--- src/design/pcef_pkg.sv ---
// Shared constants and types for the period counter with EMA frequency unit
`timescale 1ns / 1ps

package pcef_pkg;

  localparam int CHANNELS_DEF  = 2;
  localparam int FRAC_BITS_DEF = 8;

  localparam int TS_W    = 32;
  localparam int ALPHA_W = 8;
  localparam int FREQ_W  = 24;

  localparam logic [ALPHA_W-1:0] ALPHA_RESET = 8'd77;
  localparam logic [FREQ_W-1:0]  FREQ_SCALE  = 24'd10000000;
  localparam logic [FREQ_W-1:0]  FREQ_LIMIT  = 24'd10000000;

  typedef enum logic [0:0] {
    OP_EDGE   = 1'b0,
    OP_SAMPLE = 1'b1
  } op_t;

endpackage

--- src/design/period_counter_with_ema_frequency_unit.sv ---
// Edge request, or a sample with no period to load: result loaded from S_OUT after acceptance.
// Sample request: the request passes S_EMA, S_DIV and S_OUT before its result is loaded,
//   which hold the 8-step serial alpha multiply and the one-bit-per-cycle reciprocal divider;
//   a first load skips the multiply and goes straight to S_DIV.
// A next request can be taken in the cycle after the load; an untaken output result holds the load back.
// Synchronous active-high reset: channel state zeroed, awaiting-first set, alpha = 77.
`timescale 1ns / 1ps

module period_counter_with_ema_frequency_unit #(
  parameter int CHANNELS  = pcef_pkg::CHANNELS_DEF,
  parameter int FRAC_BITS = pcef_pkg::FRAC_BITS_DEF
) (
  input  logic                                 clk,
  input  logic                                 rst,
  input  logic                                 cfg_we,
  input  logic [pcef_pkg::ALPHA_W-1:0]         cfg_data,
  input  logic                                 in_valid,
  output logic                                 in_stall,
  input  logic                                 opcode,
  input  logic                                 channel,
  input  logic [pcef_pkg::TS_W-1:0]            timestamp_us,
  output logic                                 out_valid,
  input  logic                                 out_stall,
  output logic                                 result_channel,
  output logic [pcef_pkg::TS_W-1:0]            period_us,
  output logic [pcef_pkg::TS_W-1:0]            pulse_count,
  output logic                                 indicator_level,
  output logic [pcef_pkg::TS_W+FRAC_BITS-1:0]  smoothed_period_q8,
  output logic [pcef_pkg::FREQ_W-1:0]          frequency_tenths_hz
);

  localparam int AW   = pcef_pkg::TS_W + FRAC_BITS;
  localparam int TW   = pcef_pkg::TS_W;
  localparam int CH_W = (CHANNELS > 1) ? $clog2(CHANNELS) : 1;
  localparam logic [CH_W:0] CH_N = (CH_W + 1)'(CHANNELS);

  typedef enum logic [3:0] {
    S_IDLE = 4'b0001,
    S_EMA  = 4'b0010,
    S_DIV  = 4'b0100,
    S_OUT  = 4'b1000
  } state_t;

  state_t state, state_next;

  logic [pcef_pkg::ALPHA_W-1:0] alpha;
  logic                         cur_ch;
  logic                         bad;

  logic [TW-1:0]              last_capture  [CHANNELS];
  logic [TW-1:0]              latest_period [CHANNELS];
  logic [TW-1:0]              edge_count    [CHANNELS];
  logic                       indicator     [CHANNELS];
  logic [AW-1:0]              average       [CHANNELS];
  logic                       awaiting      [CHANNELS];
  logic [pcef_pkg::FREQ_W-1:0] freq_c       [CHANNELS];

  logic [CH_W-1:0] in_idx, cur_idx, rd_idx;
  logic            ch_ok;
  logic            in_acc;
  logic            is_edge;
  logic [TW-1:0]   per;
  logic [AW-1:0]   target;
  logic            first_load;
  logic            ema_start;
  logic            ema_done;
  logic [AW-1:0]   ema_res;
  logic            div_start;
  logic            div_done;
  logic [AW-1:0]   div_d;
  logic [pcef_pkg::FREQ_W-1:0] div_freq;
  logic            out_take;
  logic            load;

  assign in_idx   = CH_W'(channel);
  assign cur_idx  = CH_W'(cur_ch);
  assign rd_idx   = (state == S_IDLE) ? in_idx : cur_idx;
  assign ch_ok    = {1'b0, in_idx} < CH_N;
  assign in_stall = (state != S_IDLE);
  assign in_acc   = in_valid && !in_stall;
  assign is_edge  = (opcode == pcef_pkg::OP_EDGE);

  assign per    = latest_period[rd_idx];
  assign target = {per, FRAC_BITS'(0)};

  assign first_load = in_acc && ch_ok && !is_edge && (per != '0) && awaiting[rd_idx];
  assign ema_start  = in_acc && ch_ok && !is_edge && (per != '0) && !awaiting[rd_idx];
  assign div_start  = first_load || ema_done;
  assign div_d      = ema_done ? ema_res : target;

  assign out_take = out_valid && !out_stall;
  assign load     = (state == S_OUT) && !(out_valid && out_stall);

  pcef_ema #(.AW(AW)) u_ema (
    .clk    (clk),
    .rst    (rst),
    .start  (ema_start),
    .avg    (average[rd_idx]),
    .target (target),
    .alpha  (alpha),
    .done   (ema_done),
    .result (ema_res)
  );

  pcef_div #(.FRAC_BITS(FRAC_BITS), .AW(AW)) u_div (
    .clk     (clk),
    .rst     (rst),
    .start   (div_start),
    .divisor (div_d),
    .done    (div_done),
    .freq    (div_freq)
  );

  always_comb begin
    state_next = state;
    unique case (state)
      S_IDLE: begin
        if (in_acc) begin
          if (ema_start) begin
            state_next = S_EMA;
          end else if (first_load) begin
            state_next = S_DIV;
          end else begin
            state_next = S_OUT;
          end
        end
      end
      S_EMA: begin
        if (ema_done) begin
          state_next = S_DIV;
        end
      end
      S_DIV: begin
        if (div_done) begin
          state_next = S_OUT;
        end
      end
      S_OUT: begin
        if (load) begin
          state_next = S_IDLE;
        end
      end
      default: state_next = S_IDLE;
    endcase
  end

  always_ff @(posedge clk) begin
    if (rst) begin
      state  <= S_IDLE;
      alpha  <= pcef_pkg::ALPHA_RESET;
      cur_ch <= 1'b0;
      bad    <= 1'b0;
    end else begin
      state <= state_next;
      if (cfg_we) begin
        alpha <= cfg_data;
      end
      if (in_acc) begin
        cur_ch <= channel;
        bad    <= !ch_ok;
      end
    end
  end

  always_ff @(posedge clk) begin
    if (rst) begin
      for (int i = 0; i < CHANNELS; i++) begin
        last_capture[i]  <= '0;
        latest_period[i] <= '0;
        edge_count[i]    <= '0;
        indicator[i]     <= 1'b0;
        average[i]       <= '0;
        awaiting[i]      <= 1'b1;
        freq_c[i]        <= '0;
      end
    end else begin
      if (in_acc && ch_ok && is_edge) begin
        latest_period[in_idx] <= timestamp_us - last_capture[rd_idx];
        last_capture[in_idx]  <= timestamp_us;
        edge_count[in_idx]    <= edge_count[rd_idx] + 1'b1;
        indicator[in_idx]     <= !indicator[rd_idx];
      end
      if (first_load) begin
        average[in_idx]  <= target;
        awaiting[in_idx] <= 1'b0;
      end
      if (ema_done) begin
        average[cur_idx] <= ema_res;
      end
      if (div_done) begin
        freq_c[cur_idx] <= div_freq;
      end
    end
  end

  always_ff @(posedge clk) begin
    if (rst) begin
      out_valid <= 1'b0;
    end else if (load) begin
      out_valid <= 1'b1;
    end else if (out_take) begin
      out_valid <= 1'b0;
    end
  end

  always_ff @(posedge clk) begin
    if (load) begin
      result_channel <= cur_ch;
      if (bad) begin
        period_us           <= '0;
        pulse_count         <= '0;
        indicator_level     <= 1'b0;
        smoothed_period_q8  <= '0;
        frequency_tenths_hz <= '0;
      end else begin
        period_us           <= latest_period[rd_idx];
        pulse_count         <= edge_count[rd_idx];
        indicator_level     <= indicator[rd_idx];
        smoothed_period_q8  <= average[rd_idx];
        frequency_tenths_hz <= freq_c[rd_idx];
      end
    end
  end

`ifndef SYNTHESIS
  a_ema_done_state: assert property (@(posedge clk) disable iff (rst)
    ema_done |-> state == S_EMA)
    else $error("smoothing step finished outside its state");

  a_div_done_state: assert property (@(posedge clk) disable iff (rst)
    div_done |-> state == S_DIV)
    else $error("divider finished outside its state");

  a_out_drain: assert property (@(posedge clk) disable iff (rst)
    out_take && state != S_OUT |=> !out_valid)
    else $error("result register refilled without a finished request");

  a_zero_avg_freq: assert property (@(posedge clk) disable iff (rst)
    out_valid && smoothed_period_q8 == '0 |-> frequency_tenths_hz == '0)
    else $error("frequency reported without an average");
`endif

endmodule

--- src/design/pcef_ema.sv ---
// Bit-serial exponential smoothing step: one alpha bit per cycle
`timescale 1ns / 1ps

module pcef_ema #(
  parameter int AW = pcef_pkg::TS_W + pcef_pkg::FRAC_BITS_DEF
) (
  input  logic                         clk,
  input  logic                         rst,
  input  logic                         start,
  input  logic [AW-1:0]                avg,
  input  logic [AW-1:0]                target,
  input  logic [pcef_pkg::ALPHA_W-1:0] alpha,
  output logic                         done,
  output logic [AW-1:0]                result
);

  localparam int SW = AW + pcef_pkg::ALPHA_W + 1;
  localparam int CW = $clog2(pcef_pkg::ALPHA_W);
  localparam logic [CW-1:0] LAST = CW'(pcef_pkg::ALPHA_W - 1);

  logic                         busy;
  logic [CW-1:0]                cnt;
  logic [pcef_pkg::ALPHA_W-1:0] abits;
  logic signed [SW-1:0]         acc;
  logic signed [SW-1:0]         step;
  logic signed [AW:0]           diff;

  // 256*avg + alpha*(target - avg), then drop the eight fraction bits of alpha
  assign diff   = signed'({1'b0, target}) - signed'({1'b0, avg});
  assign result = acc[AW+pcef_pkg::ALPHA_W-1:pcef_pkg::ALPHA_W];

  always_ff @(posedge clk) begin
    if (rst) begin
      busy <= 1'b0;
      done <= 1'b0;
      cnt  <= '0;
    end else begin
      done <= 1'b0;
      if (start) begin
        busy <= 1'b1;
        cnt  <= '0;
      end else if (busy) begin
        cnt <= cnt + 1'b1;
        if (cnt == LAST) begin
          busy <= 1'b0;
          done <= 1'b1;
        end
      end
    end
  end

  always_ff @(posedge clk) begin
    if (start) begin
      acc   <= {1'b0, avg, pcef_pkg::ALPHA_W'(0)};
      step  <= SW'(diff);
      abits <= alpha;
    end else if (busy) begin
      if (abits[0]) begin
        acc <= acc + step;
      end
      step  <= step <<< 1;
      abits <= abits >> 1;
    end
  end

endmodule

--- src/design/pcef_div.sv ---
// Radix-2 restoring divider for the reciprocal frequency, saturated output
`timescale 1ns / 1ps

module pcef_div #(
  parameter int FRAC_BITS = pcef_pkg::FRAC_BITS_DEF,
  parameter int AW        = pcef_pkg::TS_W + FRAC_BITS
) (
  input  logic                        clk,
  input  logic                        rst,
  input  logic                        start,
  input  logic [AW-1:0]               divisor,
  output logic                        done,
  output logic [pcef_pkg::FREQ_W-1:0] freq
);

  localparam int NW = pcef_pkg::FREQ_W + FRAC_BITS;
  localparam int CW = $clog2(NW);
  localparam logic [CW-1:0] LAST  = CW'(NW - 1);
  localparam logic [NW-1:0] NUMER = {pcef_pkg::FREQ_SCALE, FRAC_BITS'(0)};
  localparam logic [NW-1:0] LIMIT = {FRAC_BITS'(0), pcef_pkg::FREQ_LIMIT};

  logic          busy;
  logic [CW-1:0] cnt;
  logic [AW-1:0] dvs;
  logic [AW-1:0] rem;
  logic [NW-1:0] nq;     // numerator bits shift out, quotient bits shift in
  logic [AW:0]   trial;
  logic          ge;

  assign trial = {rem, nq[NW-1]};
  assign ge    = trial >= {1'b0, dvs};
  assign freq  = (nq > LIMIT) ? pcef_pkg::FREQ_LIMIT : nq[pcef_pkg::FREQ_W-1:0];

  always_ff @(posedge clk) begin
    if (rst) begin
      busy <= 1'b0;
      done <= 1'b0;
      cnt  <= '0;
    end else begin
      done <= 1'b0;
      if (start) begin
        busy <= 1'b1;
        cnt  <= '0;
      end else if (busy) begin
        cnt <= cnt + 1'b1;
        if (cnt == LAST) begin
          busy <= 1'b0;
          done <= 1'b1;
        end
      end
    end
  end

  always_ff @(posedge clk) begin
    if (start) begin
      dvs <= divisor;
      rem <= '0;
      nq  <= NUMER;
    end else if (busy) begin
      rem <= ge ? AW'(trial - {1'b0, dvs}) : trial[AW-1:0];
      nq  <= {nq[NW-2:0], ge};
    end
  end

endmodule

--- config.mk ---
export PLATFORM = sky130hd
export DESIGN_NAME = period_counter_with_ema_frequency_unit
export DESIGN_NICKNAME = d
export VERILOG_FILES = /design/src/design/pcef_pkg.sv /design/src/design/period_counter_with_ema_frequency_unit.sv /design/src/design/pcef_ema.sv /design/src/design/pcef_div.sv
export SDC_FILE = /design/constraint.sdc
export NUM_CORES = 1
export LEC_CHECK = 0
export ABC_CLOCK_PERIOD_IN_PS = 10700
export BUFFER_PORTS_ARGS = -buffer_cell sky130_fd_sc_hd__buf_2
export CORE_ASPECT_RATIO = 1.1
export CORE_MARGIN = 2
export CORE_UTILIZATION = 60
export DETAILED_ROUTE_END_ITERATION = 8
export PLACE_DENSITY_LB_ADDON = 0.3
export SLEW_MARGIN = 20
export SYNTH_ARGS = -nofsm -noshare
export SYNTH_HDL_FRONTEND = slang
export SYNTH_SLANG_ARGS = --single-unit
--- constraint.sdc ---
create_clock -name clk -period 10.7 [get_ports clk]
set_input_delay 0.535 -clock clk [delete_from_list [all_inputs] [get_ports clk]]
set_output_delay 0.535 -clock clk [all_outputs]
set_load 0.05 [all_outputs]
==> flow_metrics.tcl, run 1 <==
set metrics [dict create \
    outcome "completed" \
    synth_top_area_cell "edfxtp_1" \
    mostFrequentLayoutCell "edfxtp_1" \
    wirelength_um 94900 \
    fp.dieW_um 242 \
    cts-htree-levels 3 \
    worstPathCellList "nor4b_4, mux2_8, buf_4, nand2_1, nand2_1, ha_1, nor2b_1, o21a_1, o21ai_0, a21oi_1, a22oi_1, o31a_1, a311oi_1, buf_4, a2111oi_0, o21bai_1, a21oi_1, xor2_1, nor2_1" \
    drc_errors 0 \
    ys_top_cells_by_area "edfxtp_1, dfxtp_1, nand2_1, ha_1, mux2i_1" \
    tns_ns 0 \
    rows 96 \
    fin_nets 3906 \
    leakage_nw 16.8 \
    worstPathMaxFanout 67 \
    overflow 0 \
    tightest_slew_ns 1.08 \
    first_pass_iters 8 \
    p_per_area_nw_per_um2 197 \
    fillers 4676 \
    end_kind "register" \
    worst-path-buf-inv 2 \
    hold_viol_final 0 \
    min_period_ns 5.87 \
    ys_seq_area_frac 0.528 \
    setup_viol 0 \
    drive_above_1_share 0.106 \
    ir_drop_uv 136 \
    maxCapViolations 0 \
    synth_ff_type "edfxtp_1" \
    cts.path.max_buffers 3 \
    vias 27900 \
    final_cell_mix "edfxtp_1, nand2_1, nor2_1" \
    synth_area_um2 37500 \
    grt_pass1_vias 26600 \
    cts_buffers 72 \
    synthCells 3615 \
    clk_pin_slew_ns 0.06 \
    grt_pass1_wl_um 147000 \
    rsz0062_at_grt "no" \
    wire_per_inst_um 20.6 \
    timing.final.crit_share 0.549 \
    yosysWarnings 0 \
    cp_data_arrival_time_ns 6.21 \
    die_area_um2 64600 \
    synth_top_area_frac 0.471 \
    cts_tree "built" \
    path_class "register to register" \
    cts_setup_buffers 0 \
    ioPinCount 179 \
    synth-async-reset-ratio 0 \
    clock-sinks 696 \
    io_buffers 178 \
    worstPathRequired_ns 11.04 \
    clock_latency_ns 0.63 \
    critPathTopFamily "compound AO/OA/AOI/OAI gates" \
    vias_per_cell 6.05 \
    cts-root-buf "clkbuf_16" \
    hpwl_um 65800 \
    grt_max_degree 84 \
    min_path_type "input pin to register" \
    slew-limit-headroom 0.278 \
    crit_slowest_cell "a2111oi_0" \
    synthToLayoutAreaGrowth_pct 10.1 \
    syn_nets 3802 \
    synth-seq-cells 696 \
    start_util 0.604 \
    hold_slack_ns 0.123 \
    ctsHoldBuffers 0 \
    max_freq_mhz 170 \
    globalplace.congestion 0.976 \
    grt_antenna_before_repair 5 \
    drt_iter0_drc 3059 \
    die_y_um 266 \
    cts_resized 0 \
    yosysUniqueCellTypes 84 \
    ant_nets 0 \
    slew_violations 0 \
    coreArea_um2 62100 \
    synth_edf_count 588 \
    grt_usage 0.291 \
    syn_area_per_cell_um2 10.4 \
    fin_skew_ns 0.0166 \
    critical_path.startpoint_type "register" \
    max_stage_delay_ns 0.80 \
]
[registers in the layout (all words and copies together) (netlist names), 5 cells and up]
register             flops
u_ema.step              48
edge_count              64
freq_c                  48
u_ema.abits              8
frequency_tenths_hz     24
u_div.cnt                5
smoothed_period_q8      40
u_div.rem               40
u_div.nq                32
u_ema.acc               48
period_us               32
latest_period           64
last_capture            64
u_div.dvs               40
alpha                    8
average                 80
pulse_count             32
[final timing paths]
path	cells after the start	slack (ns)	endpoint	start
max	19	4.83	latest_period[0][29]$_SDFFCE_PN0P_	state[3]$_SDFFE_PP0P_
min	2	0.12	alpha[3]$_SDFFE_PP1P_	cfg_data[3]
max reg2reg	19	4.83	latest_period[0][29]$_SDFFCE_PN0P_	state[3]$_SDFFE_PP0P_
min reg2reg	2	0.46	u_ema.acc[6]$_SDFFE_PN0P_	u_ema.acc[6]$_SDFFE_PN0P_
[Yosys cell counts, drive strengths merged, types with 52 or more instances]
master	count
edfxtp	588
o31ai	85
buf	56
nor3	52
and2	126
o21ai	152
nor2	336
nand2	526
a21oi	172
dfxtp	108
inv	155
and3	55
mux2i	137
a21o	87
nand3	58
clkbuf	122
ha	137
xnor2	114
xor2	98
[where the power goes]
part | internal, W | switching, W | total [W]
sequential | 0.00320 | 0.000181 | 0.00338
clock | 0.00139 | 0.00107 | 0.00247
combinational | 0.000885 | 0.00140 | 0.00228
[worst register-to-register path, stage by stage (launching register included)]
cell and delay [ns]:
dfxtp_1 0.36, nor4b_4 0.63, mux2_8 0.62, buf_4 0.72
nand2_1 0.17, nand2_1 0.10, ha_1 0.19, nor2b_1 0.06
o21a_1 0.17, o21ai_0 0.22, a21oi_1 0.17, a22oi_1 0.30
o31a_1 0.19, a311oi_1 0.09, buf_4 0.18, a2111oi_0 0.80
o21bai_1 0.16, a21oi_1 0.20, xor2_1 0.20, nor2_1 0.07
[cells by family after synthesis]
kind of cell | synth area share
XOR/XNOR | 0.0495
AND/OR/NAND/NOR | 0.164
adder cells (fa/ha/maj) | 0.0521
multiplexers | 0.0486
AO/OA/AOI/OAI | 0.122
buffers and inverters | 0.0358
flip-flops | 0.528
[layer usage]
layer  GRT usage  up-vias  share of wire
met4       0.155        0          0.051
met3      0.0441      255          0.079
met5           0        -              0
li1            -    13200              -
met1       0.378    13200           0.40
met2       0.475     1246           0.47
[per-stage QoR]
step                      utilization  cells  total power (W)  worst slack (ns)  instance area [um^2]
after floorplan                     -   3615          0.00515              3.18                 37500
after global placement          0.628   4478          0.00563              4.89                 39000
after detailed placement        0.629   4478          0.00567              4.81                 39000
after CTS                       0.665   4608          0.00813              4.94                 41300
after global routing            0.665   4609          0.00852              4.40                 41300
final                           0.665   4609          0.00813              4.83                 41300
[cell type report]
| cell class | instances | area [um^2] | share of cell area |
|---|---|---|---|
| clock inverter | 29 | 277 | 0.00669 |
| tap | 833 | 1040 | 0.0252 |
| sequential | 696 | 19800 | 0.480 |
| antenna | 1 | 2.50 | 0.0000606 |
| multi-input combinational | 2585 | 16500 | 0.399 |
| clock buffer | 101 | 2000 | 0.0485 |
| timing repair buffer | 208 | 1120 | 0.0270 |
| inverter | 156 | 587 | 0.0142 |
No activity file was read; power rests on OpenSTA's default activity.
==> run 2, diff against run 1 <==
--- a/config.mk
+++ b/config.mk
@@ -5,11 +5,12 @@
 export SDC_FILE = /design/constraint.sdc
 export NUM_CORES = 1
 export LEC_CHECK = 0
-export ABC_CLOCK_PERIOD_IN_PS = 10700
+export ABC_AREA = 1
+export ABC_CLOCK_PERIOD_IN_PS = 4800
 export BUFFER_PORTS_ARGS = -buffer_cell sky130_fd_sc_hd__buf_2
 export CORE_ASPECT_RATIO = 1.1
 export CORE_MARGIN = 2
-export CORE_UTILIZATION = 60
+export CORE_UTILIZATION = 57
 export DETAILED_ROUTE_END_ITERATION = 8
 export PLACE_DENSITY_LB_ADDON = 0.3
 export SLEW_MARGIN = 20
==> constraint.sdc (replaced) <==
create_clock -name clk -period 4.8 [get_ports clk]
set_input_delay 0.24 -clock clk [delete_from_list [all_inputs] [get_ports clk]]
set_output_delay 0.24 -clock clk [all_outputs]
set_load 0.05 [all_outputs]
==> run 2 against run 1 <==
Net effect:
- fmax is 39% higher
- die area up 11%
- hold slack got worse by 0.075 ns
- final cell count is 29% higher
- combinational power rose to 6.0 times the previous value
==> flow_metrics.tcl, run 2 <==
set metrics [dict create \
    outcome "completed" \
    cts_resized 0 \
    ys_seq_area_frac 0.499 \
    mostFrequentLayoutCell "nand2_1" \
    synth_most_common_cell "nand2_1" \
    synthCells 4767 \
    clock_power_share 0.213 \
    grt_pass1_wl_um 182000 \
    path_depth 15 \
    cp_data_arrival_time_ns 4.69 \
    slew-limit-headroom 0.285 \
    globalplace.congestion 1.01 \
    reg2reg_slack_ns 0.58 \
    synth_edf_count 588 \
    regMostFlops "average" \
    overflow 0 \
    die_area_um2 71800 \
    start_util 0.576 \
    ys_top_cells_by_area "edfxtp_1, nand2_1, nor2_1, dfxtp_1, inv_1" \
    dpl-instance-area_um2 41600 \
    power_frac_seq 0.298 \
    hpwl_um 87000 \
    cts_buffers 75 \
    fp.dieW_um 256 \
    ant_nets 0 \
    grt_max_degree 86 \
    drt_iter0_drc 3625 \
    ctsHoldBuffers 50 \
    synth_common_cells "nand2_1, edfxtp_1, nor2_1" \
    crit_end "u_ema.acc[41]$_DFFE_PP_" \
    grt_antenna_before_repair 12 \
    drc_errors 0 \
    crit_slowest_cell "buf_4" \
    worst-path-buf-inv 3 \
    syn_area_per_cell_um2 8.33 \
    pre_cts_ws_ns 0.714 \
    setup_viol 0 \
    p_per_area_nw_per_um2 629 \
    syn_nets 4954 \
    r2r-end "u_ema.acc[41]$_DFFE_PP_" \
    max_freq_mhz 237 \
    io_buffers 178 \
    tns_ns 0 \
    critPathTopFamily "simple AND/OR/NAND/NOR gates" \
    hold_viol_final 0 \
    clock-sinks 696 \
    rr_startpoint "state[0]$_SDFFE_PP1P_" \
    synth_top_area_frac 0.445 \
    maxCapViolations 0 \
    largest_reg_flops 80 \
    slew_violations 0 \
    path_class "register to register" \
    yosysUniqueCellTypes 64 \
    synth-async-reset-ratio 0 \
    rows 101 \
    min_period_ns 4.22 \
    fin_skew_ns 0.0293 \
    synth_top_area_cell "edfxtp_1" \
    grt_pass1_vias 32300 \
    worstPathCellList "inv_2, nor2_8, nand2_4, nand2_4, nand2_8, nand2_1, nand2_1, inv_1, nand4_1, nor2_1, nand4_2, nand3b_4, buf_4, nand3_1, o22ai_1" \
    clock_latency_ns 0.64 \
    vias_per_cell 5.65 \
    wire_per_inst_um 19.8 \
    min_path_type "input pin to register" \
    fin_nets 5161 \
    worst_slack_ns 0.583 \
    worstSetupStartpoint "state[0]$_SDFFE_PP1P_" \
    ioPinCount 179 \
    clk_pin_slew_ns 0.06 \
    cts-root-buf "clkbuf_16" \
    yosysWarnings 0 \
    rsz0062_at_grt "no" \
    cts.path.max_buffers 3 \
    p_switching_w 0.0130 \
    synthToLayoutAreaGrowth_pct 12.3 \
    total_power_w 0.0281 \
    grt_usage 0.328 \
    synth-seq-cells 696 \
    coreArea_um2 69000 \
    p_sw_frac 0.463 \
    cts_tree "built" \
    final_cell_mix "nand2_1, edfxtp_1, nor2_1" \
    reg2reg_depth 15 \
    first_pass_iters 6 \
    p_comb_frac 0.489 \
    drive_above_1_share 0.0995 \
    internal_power_w 0.0151 \
    end_kind "register" \
    timing.final.crit_share 0.878 \
    hp-start "timestamp_us[1]" \
    ir_drop_uv 368 \
    cts_setup_buffers 0 \
    critical_path.startpoint_type "register" \
    stdcell_area_um2 44600 \
    tightest_slew_ns 1.07 \
    leakage_nw 19.3 \
    wirelength_um 118000 \
    synth_ff_type "edfxtp_1" \
    max_stage_delay_ns 0.55 \
    vias 33700 \
    worstPathMaxFanout 68 \
    cts-htree-levels 3 \
    synth_area_um2 39700 \
    fillers 5783 \
    die_y_um 281 \
    worstPathRequired_ns 5.27 \
]
-- run 2: changes by cell type in the layout (fill, tap and decap cells not counted), sizes merged, moves of 73 or more --
cell	delta
nand2	+897
inv	+391
nor2	+268
o21ai	+137
nand3	+127
and2	-125
mux2i	-107
o31ai	-84
a21o	-73
-- run 2: layout make-up --
type	count	area [um^2]	share of cell area
antenna	4	10.0	0.000224
clock buffer	104	2150	0.0482
clock inverter	36	395	0.00886
inverter	546	2050	0.0459
multi-input combinational	3377	17200	0.385
sequential	696	19800	0.444
tap	927	1160	0.0260
timing repair buffer	278	1830	0.0410
-- run 2: worst min path at each step --
stage	to	slack, ns	cells past startpoint
after floorplan	awaiting[1]$_SDFF_PP0_	0.34	1
after global placement	alpha[7]$_SDFFE_PP0P_	0.45	2
after detailed placement	alpha[2]$_SDFFE_PP1P_	0.45	2
after CTS	last_capture[0][1]$_SDFFCE_PN0P_	0.006	3
after global routing	last_capture[0][1]$_SDFFCE_PN0P_	0.04	3
final	last_capture[0][1]$_SDFFCE_PN0P_	0.05	3
-- run 2: power by group through the flow --
| stage | Sequential (W) | Combinational [W] | Clock, W |
|---|---|---|---|
| after floorplan | 0.00876 | 0.00916 | 0 |
| after global placement | 0.00846 | 0.0133 | 0 |
| after detailed placement | 0.00848 | 0.0134 | 0 |
| after CTS | 0.00836 | 0.0135 | 0.00602 |
| after global routing | 0.00844 | 0.0150 | 0.00626 |
| final | 0.00837 | 0.0137 | 0.00598 |
-- run 2: cell families after synthesis --
logic type	count (synthesis)	synth area share
adders and majority gates	140	0.0447
AOI/OAI and AO/OA	703	0.0982
and+or+nand+nor	2364	0.249
DFF	696	0.499
buffers and inverters	694	0.0706
xor gates and xnor gates	140	0.0309
muxes	30	0.00756
-- run 2: worst min-delay path: cells and delay by family --
kind                   cells  cell delay (ns)
and+or+nand+nor            1             0.11
buffers and inverters      2             0.21
-- run 2: per-stage QoR --
step                      std cells  hold WS (ns)   util
after floorplan                4767         0.340      -
after global placement         5774         0.447  0.602
after detailed placement       5774         0.448  0.602
after CTS                      5964       0.00569  0.646
after global routing           5964        0.0384  0.646
final                          5968        0.0481  0.647
-- run 2: metal layers --
layer | part of all wire | GRT usage | vias up
met2 | 0.46 | 0.546 | 1445
li1 | - | - | 16200
met4 | 0.064 | 0.186 | 2
met5 | 0.00015 | 0 | -
met3 | 0.073 | 0.0473 | 354
met1 | 0.40 | 0.413 | 15700
